[src/hdl/rxdg_ram.sv]
// ----------------------------------------------------------------------------
// rxdg_ram
// Generic single-write, single-read RAM; read data is registered and held
// until the next read.
// ----------------------------------------------------------------------------
module rxdg_ram #(
  parameter int unsigned WIDTH = 32,
  parameter int unsigned DEPTH = 128
) (
  input  logic                     clk_i,
  input  logic                     we_i,
  input  logic [$clog2(DEPTH)-1:0] waddr_i,
  input  logic [WIDTH-1:0]         wdata_i,
  input  logic                     re_i,
  input  logic [$clog2(DEPTH)-1:0] raddr_i,
  output logic [WIDTH-1:0]         rdata_o
);

  logic [WIDTH-1:0] mem [DEPTH];
  logic [WIDTH-1:0] rdata_q;

  // Write port.
  always_ff @(posedge clk_i) begin
    if (we_i) begin
      mem[waddr_i] <= wdata_i;
    end
  end

  // Registered read port.
  always_ff @(posedge clk_i) begin
    if (re_i) begin
      rdata_q <= mem[raddr_i];
    end
  end

  assign rdata_o = rdata_q;

endmodule

[config.mk]
export PLATFORM = sky130hd
export DESIGN_NAME = rxdg_ram
export DESIGN_NICKNAME = d
export VERILOG_FILES = /design/src/hdl/rxdg_ram.sv
export SDC_FILE = /design/constraint.sdc
export NUM_CORES = 2
export LEC_CHECK = 0
export BUFFER_PORTS_ARGS = -buffer_cell sky130_fd_sc_hd__buf_2
export CAP_MARGIN = 10
export CORE_ASPECT_RATIO = 2
export CORE_UTILIZATION = 30
export DETAILED_ROUTE_END_ITERATION = 7
export GPL_ROUTABILITY_DRIVEN = 0
export PLACE_DENSITY = 0.53
export SYNTH_ARGS = -nofsm -noshare
export SYNTH_HDL_FRONTEND = slang
export SYNTH_SLANG_ARGS = --single-unit
export TNS_END_PERCENT = 10
[constraint.sdc]
create_clock -name clk_i -period 3.4 [get_ports clk_i]
set_input_delay 0.34 -clock clk_i [delete_from_list [all_inputs] [get_ports clk_i]]
set_output_delay 0.34 -clock clk_i [all_outputs]
set_load 0.01 [all_outputs]
Yosys cells after proc, flatten, opt, wreduce, memory -nomap -nowiden
Memory sizes are Yosys's and may differ from the RTL's. A register that Yosys moved wholly into a read port is not among the register bits.
Index checks and enable logic that the tools add are counted.
{"block": "word_totals", "register_bits": 0, "mem_bits_rw": 4096, "in_bits": 49, "out_inout_bits": 32, "elab_cells": 3, "memories": 1}
{"name": "mem", "depth": 128, "width": 32, "rd": 1, "rd_ports_with_merged_regs": 1, "wr": 1, "line": "19", "rtl": "logic [WIDTH-1:0] mem [DEPTH];"}
{"block": "op_classes", "muxes": 2}
{"op": "$mux 1", "n": 2}

Logic depth before layout (Yosys ltp)
{"block": "logic_depth", "ltp_word": 2, "ltp_mapped": 8, "mapped_depth_nobuf": 4}

Worst setup path before layout
Ideal clock, no wire load.
{"block": "synth_path", "path_type": "input-to-reg", "start": "input we_i", "end": "memory mem[98][0], enable pin", "setup_ps": 461, "t_arrival_ps": 3118, "required_time_ps": 2939, "slack_ps": -179, "stages": 3, "n_path_buf": 1, "cell_sequence": "clkbuf_1 -> nand4_1 -> nor3_1"}
{"block": "synth_via", "elab_chain_cells": 2}
{"element": "start: declaration", "line": "11", "rtl": "input logic we_i,"}
{"element": "$mux 1", "line": "24", "rtl": "if (we_i) begin"}
{"element": "$mux 1 (not written as such)", "line": "25", "rtl": "mem[waddr_i] <= wdata_i;"}
{"element": "end: declaration", "line": "19"}
No other way between the ends.

==> key figures <==
Floorplan
  • Die height: approximately 1000 um
  • FP Rows: 375
  • Die X: 513 um
  • Io pins: 81
  • Die area: 0.525 mm^2
  • Core area: about 0.52 mm^2
  • Starting density of the core: 30.1%

Timing
  • Unrepaired setup endpoints after global routing: false
  • Tcrit/Tclk final: 87.0%
  • Worst rel slew slack: 12.3%
  • Least-Margin Pin Slew: 1320 ps
  • Period minus WS final: 2960 ps
  • Skew final: ~51 ps
  • Final Max Slew Viols: 0
  • Hold Slack: -3.72 ps
  • Final hold violations: 5
  • Fmax: 338 MHz
  • # setup viols final: 0

Final layout
  • Filler cells: approximately 47000
  • Nets: 6771
  • Commonest non-fill, non-tap cells in the layout: edfxtp_1 (4128), mux4_2 (1344), clkbuf_16 (332), buf_12 (332), buf_4 (318)
  • Final Cell Area: about 0.19 mm^2
  • Layout cell share with drive strength beyond 1: 38.5%
  • Most common cell after layout, fill and taps aside: edfxtp_1
  • Area Growth Syn to Fin: 19.2%

GRT
  • GRT Residual Overflow: 0
  • Total track usage: 18.9%
  • Pin count of the biggest net entering global routing: 129
  • Global-route wire length before repair: 673000 um
  • Vias in the first global route: 76300
  • Initial antenna violation count: 85

Logic synthesis
  • Syn_area_per_cell: 26.1 um^2
  • Synth Instances: 5990
  • Synth cell types: 16
  • FF+latch count, synth: 4128
  • Syn_nets: around 6000
  • Sequential-to-total area share from yosys stat: 79.2%
  • Cell Area, Synth: around 0.16 mm^2
  • Yosys Warn Count: 0

Critical path
  • Cell mode on critical path: mux4_2
  • Slowest stage delay, CP: about 780 ps
  • Crit path DAT: 3660 ps
  • Startpoint Class: register
  • WS Path Type: reg2reg
  • Slack of the worst reg-to-reg path: 440 ps
  • Crit. End Element: register
  • CP Max Fanout: 22
  • Worst Path Required: 4100 ps
  • Critical-path top delay cell: mux4_2
  • Worst-path cell chain: mux4_2 -> mux4_2 -> mux4_2 -> mux2_2

Clock tree
  • CTS sink cnt: 4128
  • CTS buffer count: ~330
  • Clk Latency, worst-skew pair: 990 ps
  • CTS tree: built
  • Clock Path Buffers: 4
  • # H-tree levels: 5
  • Postcts setup bufs: 0
  • CTS Root Buffer Type: clkbuf_16
  • Reg clk slew, reported paths: 70 ps

Pwr
  • Max IR drop VDD: approximately 0.00043 V
  • Leak: 56.0 nW
  • Total power draw: 103 mW
  • Power per cell area: 555 mW/mm^2

Routing
  • Drt total wl: 500000 um
  • Top Metal Used: met5
  • Vias per cell: roughly 5.1
  • DR vias: 73100
  • Routed wl met2: 276000 um
  • WL met1: 166000 um
  • Metal3 WL: 23900 um
  • Post-DRT Antenna Nets: 0
  • DRC Markers: 6
  • DRT iter0 DRCs: 7762
  • DR pass1 iterations: 7
  • Wire per inst: 34.9 um

Outcome
  • Outcome: finished with violations
  • Failing checks: design-rule violations, negative hold slack

Min path
  • Worst min-delay path class: in2reg

Job
  • Max-cap violations: 0

Place
  • Detailed placement HPWL: 311000 um
  • Placed instance area: 0.174 mm^2
  • Port-buffer cells: 80
## metal layers
metal | vias up | global-route usage [%]
met5 | - | 0
met3 | 601 | 1.78
met4 | 2 | 12.4
met2 | 2642 | 35.3
li1 | 28400 | -
met1 | 41500 | 20.0
## path summary, 6_finish.rpt
check | start | end | cells after the start
worst max-delay path | mem[17][20]$_DFFE_PP_ | rdata_o[20]$_DFFE_PP_ | 4
worst min-delay path | wdata_i[0] | mem[110][0]$_DFFE_PP_ | 1
worst max register to register | mem[17][20]$_DFFE_PP_ | rdata_o[20]$_DFFE_PP_ | 4
worst min register to register | mem[84][5]$_DFFE_PP_ | rdata_o[5]$_DFFE_PP_ | 4
## layout make-up
type | instances | area [um^2] | area share (%)
clock buffers | 386 | 8510 | 4.56
well taps | 6786 | 8490 | 4.55
flip-flops and latches | 4128 | 124000 | 66.4
clock inverters | 206 | 2460 | 1.32
repair buffers | 714 | 9490 | 5.08
diodes | 576 | 1440 | 0.772
multi-input cells | 1546 | 32300 | 17.3
## per-stage QoR
step	setup WS (ps)	TNS [ps]	hold slack (ps)	cells	utilization, %
floorplan	-179	-39360	439	5990	-
global placement	-378	-6600	770	13200	33.4
detailed placement	-372	-6830	763	13200	33.4
CTS	510	0	2.85	13800	35.6
global route	454	0	38.7	14300	35.9
finish	441	0	-3.72	14300	35.9
## report_power, final
part	total, mW	internal (mW)	switching [mW]
clock	40.3	21.4	18.9
combinational	6.80	2.64	4.16
sequential	56.4	56.2	0.183
total	103	80.3	23.2
## cells in the mapped netlist (all sizes together)
master  instances  area, um^2
or3             1        6.26
nor3            9        45.0
mux2           32         360
nor2b           7        43.8
edfxtp       4128      124000
nor2          122         458
buf           134         628
mux4         1344       30300
nand4           3        18.8
nand3          12        60.1
nand2          14        52.6
nand2b          2        12.5
clkbuf        182         683
## kinds of logic after synthesis
group | Yosys count | share of synthesized area [%]
and+or+nand+nor | 170 | 0.445
muxes | 1376 | 19.6
DFF | 4128 | 79.2
buffers and inverters | 316 | 0.837
## state kept, by name, summed over array words and instances, names as in the netlist
name and count:
rdata_o 32, mem 4096
## timing repair
item / 4_1_cts / 5_1_grt
hold buffers: 21 / 0
resized for setup: 0 / 0
endpoints found under the hold margin: 648 / 0
## worst max-delay path, delay by kind of cell (launching register included)
family,cells,cell delay [ps]
muxes,4,2250
DFF,1,380
Power figures use the tool's default switching activity.
