===== src/hdl/rxdg_pkg.sv =====
// ----------------------------------------------------------------------------
// rxdg_pkg
// Shared types, codes and constants of the radial exponential descriptor
// gradient accumulator.
// ----------------------------------------------------------------------------
package rxdg_pkg;

  // Table geometry: row per type, one entry per exponent term.
  localparam int unsigned NUM_TYPES = 8;
  localparam int unsigned MAX_ALPHA = 16;
  localparam int unsigned TYPE_W    = $clog2(NUM_TYPES);
  localparam int unsigned ALPHA_W   = $clog2(MAX_ALPHA);
  localparam int unsigned IDX_W     = TYPE_W + ALPHA_W;
  localparam int unsigned TAB_DEPTH = NUM_TYPES * MAX_ALPHA;
  localparam int unsigned CNT_W     = 5;

  // Fixed-point constants of the exponential.
  localparam logic [23:0]        LN2_Q24  = 24'd11629080;
  localparam logic signed [39:0] EXP_HI   = 40'sd360501480;   // 31 * ln2
  localparam logic signed [39:0] EXP_LO   = -40'sd465163200;  // -40 * ln2
  localparam logic signed [39:0] EXP_OFS  = 40'sd465163200;
  localparam logic [16:0]        RECIP_L  = 17'((64'd1 << 40) / 64'd11629080);
  localparam logic [31:0]        ONE_Q30  = 32'h4000_0000;
  localparam logic [63:0]        MAG_LIM  = 64'h7FFF_FFFF_FFFF_FFFF;
  localparam logic [3:0]         POLY_N   = 4'd10;
  localparam logic [6:0]         K_BIAS   = 7'd38;

  // floor((2^32 - 1) / n) for the polynomial divisors.
  localparam logic [31:0] RECIP_N [16] = '{
    32'd0, 32'd4294967295, 32'd2147483647, 32'd1431655765,
    32'd1073741823, 32'd858993459, 32'd715827882, 32'd613566756,
    32'd536870911, 32'd477218588, 32'd429496729, 32'd0,
    32'd0, 32'd0, 32'd0, 32'd0
  };

  typedef enum logic [2:0] {
    ACT_LOAD_EXP  = 3'd0,
    ACT_LOAD_WGT  = 3'd1,
    ACT_LOAD_GRAD = 3'd2,
    ACT_NEIGHBOR  = 3'd3,
    ACT_READ      = 3'd4,
    ACT_CLEAR     = 3'd5
  } action_e;

  typedef enum logic [3:0] {
    CT_IDLE, CT_RD_WAIT, CT_T_READ, CT_T_EXP, CT_T_M1,
    CT_T_MA2, CT_T_MA3, CT_T_MA4, CT_T_MW2, CT_T_ACC
  } ctl_state_e;

  typedef enum logic [3:0] {
    EX_IDLE, EX_PROD, EX_RANGE, EX_QEST, EX_REM, EX_FIX,
    EX_PMUL, EX_DMUL, EX_DFIX, EX_SHIFT, EX_DONE
  } exp_state_e;

  typedef enum logic [2:0] {
    MM_IDLE, MM_HI, MM_LO, MM_SUM, MM_DONE
  } mm_state_e;

  // Response of a multi-cycle magnitude unit.
  typedef struct packed {
    logic        done;
    logic        sat;
    logic [63:0] mag;
  } mag_rsp_t;

endpackage


===== src/hdl/rxdg_mulmag.sv =====
// ----------------------------------------------------------------------------
// rxdg_mulmag
// Saturating magnitude product of a Q32.32 value and a Q8.24 magnitude,
// built from two passes through one 32x32 multiplier.
// ----------------------------------------------------------------------------
module rxdg_mulmag import rxdg_pkg::*; (
  input  logic        clk_i,
  input  logic        rst_ni,
  input  logic        start_i,
  input  logic [63:0] m_i,
  input  logic [31:0] vm_i,
  output mag_rsp_t    rsp_o
);

  mm_state_e   state_q, state_d;
  logic [63:0] m_q;
  logic [31:0] vm_q;
  logic [63:0] hv_q, lv_q, res_q;
  logic        sat_q;

  logic [31:0] mul_op;
  logic [63:0] prod;
  logic        hv_ovf;
  logic [63:0] sum;

  // Shared multiplier: high half first, then low half.
  assign mul_op = (state_q == MM_HI) ? m_q[63:32] : m_q[31:0];
  assign prod   = {32'b0, mul_op} * {32'b0, vm_q};

  // Recombine the partial products, dropping 24 fraction bits.
  assign hv_ovf = |hv_q[63:55];
  assign sum    = {hv_q[55:0], 8'b0} + {24'b0, lv_q[63:24]};

  // Next state.
  always_comb begin
    state_d = state_q;
    unique case (state_q)
      MM_IDLE: if (start_i) begin state_d = MM_HI; end
      MM_HI:   state_d = MM_LO;
      MM_LO:   state_d = MM_SUM;
      MM_SUM:  state_d = MM_DONE;
      MM_DONE: state_d = MM_IDLE;
      default: state_d = MM_IDLE;
    endcase
  end

  // Outputs.
  always_comb begin
    rsp_o.done = (state_q == MM_DONE);
    rsp_o.sat  = sat_q;
    rsp_o.mag  = res_q;
  end

  always_ff @(posedge clk_i or negedge rst_ni) begin
    if (!rst_ni) begin
      state_q <= MM_IDLE;
    end else begin
      state_q <= state_d;
    end
  end

  // Datapath.
  always_ff @(posedge clk_i) begin
    unique case (state_q)
      MM_IDLE: begin
        m_q  <= m_i;
        vm_q <= vm_i;
      end
      MM_HI: hv_q <= prod;
      MM_LO: lv_q <= prod;
      MM_SUM: begin
        sat_q <= hv_ovf | sum[63];
        res_q <= (hv_ovf | sum[63]) ? MAG_LIM : sum;
      end
      MM_DONE: ;
      default: ;
    endcase
  end

endmodule


===== config.mk =====
export PLATFORM = sky130hd
export DESIGN_NAME = rxdg_mulmag
export DESIGN_NICKNAME = d
export VERILOG_FILES = /design/src/hdl/rxdg_pkg.sv /design/src/hdl/rxdg_mulmag.sv
export SDC_FILE = /design/constraint.sdc
export NUM_CORES = 2
export LEC_CHECK = 0
export BUFFER_PORTS_ARGS = -buffer_cell sky130_fd_sc_hd__buf_2
export CORE_ASPECT_RATIO = 2
export CORE_UTILIZATION = 45
export DETAILED_ROUTE_END_ITERATION = 12
export GPL_TIMING_DRIVEN = 0
export SYNTH_ARGS = -nofsm -noshare
export SYNTH_HDL_FRONTEND = slang
export SYNTH_SLANG_ARGS = --single-unit

===== constraint.sdc =====
create_clock -name clk_i -period 26.9 [get_ports clk_i]
set_clock_uncertainty 0.2 [all_clocks]
set_input_delay 1.345 -clock clk_i [delete_from_list [all_inputs] [get_ports clk_i]]
set_output_delay 1.345 -clock clk_i [all_outputs]
set_load 0.005 [all_outputs]

-- Word-level counts from Yosys, hierarchy flattened
Index checks and enable logic that the tools add are counted.
- register bits after elaboration: 292
- word-level logic and storage cells: 20
- input port bits: 99
- multipliers: 1
- multiplexer cells: 3
- bitwise logic cells: 1
- reductions and logical operators: 2
- $add $sub $neg: 1
- eq/ne operators: 5
- operators by type and width (cell ; count):
    $add A64 B40 Y64 ; 1
    $mul A32 B32 Y64 ; 1
    $mux W32 ; 1
    $pmux W3 S4 ; 1
    $reduce_or A9 Y1 ; 1
    $eq A3 B2 Y1 const B ; 2
    $eq A3 B1 Y1 const B ; 1
    $eq A3 B3 Y1 const B ; 1
    $logic_not A3 Y1 ; 1
    $mux W3 ; 1
    $ne A2 B2 Y1 const B ; 1
    $or A1 B1 Y1 ; 1

-- Depth between registers and ports, before layout
- depth after elaboration: 3
- mapped depth: 31
- gate-level depth less buffers: 29

-- Worst setup path before layout
No wires, ideal clock.
- kind: reg2reg
- from: register state_q[1]
- to: register hv_q[62], data pin
- library setup time: 0.265 ns
- arrival: 10.214 ns
- clock period less this slack: 10.679 ns
- data required time: 26.435 ns
- path buffers: 2
- slack: 16.221 ns
- stages on the path, launching flop included: 30
- cell sequence: dfrtp_1 -> nor3b_1 -> clkbuf_1 -> mux2_2 -> clkbuf_1 -> and2_1 -> fa_1 -> inv_1 -> fa_1 -> inv_1 -> fa_1 -> inv_1 -> fa_1 -> inv_1 -> fa_1 -> fa_1 -> fa_1 -> inv_1 -> fa_1 -> inv_1 -> ha_1 -> and3_1 -> and4_4 -> a221o_1 -> a2111oi_4 -> nand2_1 -> o21ai_2 -> o31ai_2 -> a311oi_2 -> xnor2_1
- word-level cells in the longest chain between the ends: 3
- RTL lines (item ; line ; text):
    start, declared ; rxdg_mulmag.sv:15 ; mm_state_e state_q, state_d;
    start signal, assigned ; rxdg_mulmag.sv:58 ; state_q <= state_d;
    $eq A3 B1 Y1 ; rxdg_mulmag.sv:27 ; assign mul_op = (state_q == MM_HI) ? m_q[63:32] : m_q[31:0];
    $mux W32 ; rxdg_mulmag.sv:27 ;
    $mul A32 B32 Y64 ; rxdg_mulmag.sv:28 ; assign prod = {32'b0, mul_op} * {32'b0, vm_q};
    net prod[62] ; rxdg_mulmag.sv:22 ; logic [63:0] prod;
    end signal, assigned ; rxdg_mulmag.sv:69 ; MM_HI: hv_q <= prod;
    end, declared ; rxdg_mulmag.sv:18 ; logic [63:0] hv_q, lv_q, res_q;
The timed path passes the listed nets, and every way through them passes these cells.
A chain may end at the register's enable or synchronous reset.

-- Final worst setup path
- from: register state_q[1]
- to: register hv_q[54], data pin
Same word-level chain as after synthesis.

==> flow_metrics.env <==
export IMPL_outcome="complete, but fails checks"
export IMPL_violations="max-capacitance violations, max-slew violations"
export IMPL_path_max_fanout=10
export IMPL_reg2reg_depth=27
export IMPL_die_area_um2=100000
export IMPL_synth_edff_count=265
export IMPL_wl_per_cell_um=30.9
export IMPL_tightest_slew_ps=1590
export IMPL_max_stage_delay_ps=940
export IMPL_cts_made_buffers=28
export IMPL_synthFlopType="edfxtp_1"
export IMPL_grt_usage=0.378
export IMPL_ant_nets=0
export IMPL_grt_pass1_wl_mm=255
export IMPL_cts_sinks=268
export IMPL_critical_path_class="register to register"
export IMPL_r2r_slack_ps=14830
export IMPL_rows=162
export IMPL_clock_path_buffers=3
export IMPL_max_cap_violations=4
export IMPL_critPathCaptureType="register"
export IMPL_cpMaxStageDelayCell="clkbuf_1"
export IMPL_grt_max_degree=51
export IMPL_rsz0062_at_grt="no"
export IMPL_die_height_um=446
export IMPL_initial_core_util=0.455
export IMPL_yosysUniqueCellTypes=79
export IMPL_final_nets=5919
export IMPL_setup_violations=0
export IMPL_slew_headroom=-0.0579
export IMPL_remaining_drc_errors=0
export IMPL_dp_hpwl_mm=152
export IMPL_cts_htree_levels=1
export IMPL_start_kind="register"
export IMPL_vias_per_cell=5.64
export IMPL_grt_overflow_total=0
export IMPL_ios=165
export IMPL_post_cts_resized=0
export IMPL_die_width_um=224
export IMPL_fin_util=0.492
export IMPL_ys_seq_elements=268
export IMPL_final_cell_mix="897 x fa_1, 895 x inv_1, 588 x nand2_1, 565 x and2_1, 295 x ha_1"
export IMPL_place_congestion=1.08
export IMPL_finalSetupTns_ps=0
export IMPL_crit_end="hv_q[54]$_DFFE_PP_"
export IMPL_syn_area_per_cell_um2=10.1
export IMPL_antenna_found_initial=24
export IMPL_ctsRootBufferMaster="clkbuf_16"
export IMPL_core_area_um2=97700
export IMPL_syn_nets=5712
export IMPL_post_route_period_util=0.449
export IMPL_critPathTopFamily="adder cells"
export IMPL_seq_area_frac_synth=0.181
export IMPL_hp_class="input pin to asynchronous set/reset pin"
export IMPL_async_flop_share=0.0112
export IMPL_r2r_end="hv_q[54]$_DFFE_PP_"
export IMPL_cp_depth=27
export IMPL_syn_cell_area_um2=44400
export IMPL_hold_buffers=0
export IMPL_clock_latency_ps=670
export IMPL_cts_tree="built"
export IMPL_area_delta_synth_final_pct=8.18
export IMPL_num_vias=33800
export IMPL_cp_required_ps=27160
export IMPL_final_max_slew_viol_count=47
export IMPL_drt_iter0_drc=2392
export IMPL_drive_above_1_share=0.0658
export IMPL_max_freq_mhz=82.8
export IMPL_drt_first_pass_iters=5
export IMPL_cp_common_cell="fa_1"
export IMPL_postCtsSetupBuffers=0
export IMPL_grt_pass1_vias=36400
export IMPL_ys_warn_count=0
export IMPL_startpoint="state_q[1]$_DFFE_PN0P_"
export IMPL_final_common_cell="fa_1"
export IMPL_critPathArrivalTime_ps=12330
export IMPL_syn_instance_count=4421
export IMPL_routed_wl_mm=185
export IMPL_min_period_ps=12070
export IMPL_rr_startpoint="state_q[1]$_DFFE_PN0P_"
export IMPL_path_buf_inv=7
export IMPL_hold_viol=0
export IMPL_io_buffers=164
export IMPL_clkTransAtPathRegs_ps=60
cells by family after synthesis:
group / after synthesis / share of synthesized area
multiplexers: 32 / 0.00811
AO/OA/AOI/OAI: 332 / 0.0505
adder cells (fa/ha/maj): 1192 / 0.487
flip-flops: 268 / 0.181
AND/OR/NAND/NOR: 1357 / 0.155
XOR/XNOR: 107 / 0.0211
buffers and inverters: 1132 / 0.0971
other: 1 / 0.0000844
cell type report:
cell class,count,area [µm²]
diodes,21,52.6
plain buffers,237,963
clock buffers,33,719
clock inverters,19,198
fillers,9521,49600
inverters,895,3360
multi-input cells,3021,32100
flip-flops and latches,268,8030
well taps,1312,1640
repair buffers,177,1000
state kept, by name, indices dropped and copies added (netlist names):
| signal | cells |
|---|---|
| vm_q | 32 |
| m_q | 64 |
| sat_q | 1 |
| res_q | 64 |
| state_q | 3 |
| lv_q | 40 |
| hv_q | 64 |
layer usage:
layer	global-route usage	wire length [µm]
met1	0.344	54300
met2	0.660	92400
met3	0.0767	12500
met4	0.422	25600
met5	0	112
stage by stage:
stage	area [µm²]	setup WS, ps	hold WS (ps)	instances
after floorplan	44400	16220	275	4421
after global placement	46900	11380	283	5897
after detailed placement	47100	15110	284	5910
after CTS	48000	15110	249	5962
after global routing	48000	14660	255	5967
final	48100	14830	266	5983
worst reg2reg max path, delay by kind of cell, from the launching register on:
kind | cells | cell delay, ps
buf+inv | 7 | 2670
simple gates | 5 | 1540
fa+ha+maj | 9 | 4780
xor+xnor | 1 | 290
compound gates | 4 | 1470
flops | 1 | 450
mux | 1 | 470
worst min-delay path by stage:
stage,slack (ps),depth (start not counted),startpoint,endpoint
CTS,250,1,rst_ni,state_q[0]$_DFFE_PN0P_
floorplan,280,1,lv_q[24]$_DFFE_PN_,res_q[0]$_SDFFCE_PP1P_
global route,260,1,rst_ni,state_q[0]$_DFFE_PN0P_
detailed placement,280,1,lv_q[24]$_DFFE_PN_,res_q[0]$_SDFFCE_PP1P_
global placement,280,1,lv_q[24]$_DFFE_PN_,res_q[0]$_SDFFCE_PP1P_
finish,270,1,rst_ni,state_q[2]$_DFFE_PN0P_
cells in the mapped netlist, drive strengths merged (6+ instances only):
master,count,area share
o21bai,20,0.0034
nor2b,12,0.0017
and3,12,0.0017
a21boi,6,0.0010
a211oi,11,0.0021
nand3,29,0.0034
o21a,13,0.0022
o21ai,65,0.0075
mux2,32,0.0081
edfxtp,265,0.18
nor2,51,0.0043
a31oi,13,0.0022
xnor2,63,0.012
a21o,41,0.0069
o31ai,7,0.0014
fa,897,0.40
ha,295,0.083
nand2b,13,0.0018
and4,7,0.0014
nor3,18,0.0021
and2,566,0.080
clkbuf,223,0.019
a21oi,107,0.012
nand2,588,0.050
o211ai,8,0.0014
buf,14,0.0027
xor2,44,0.0087
nand4,35,0.0049
inv,895,0.076
Power is not shown: default switching activity piles up to over one toggle a cycle in this logic, so the estimate is an artifact.
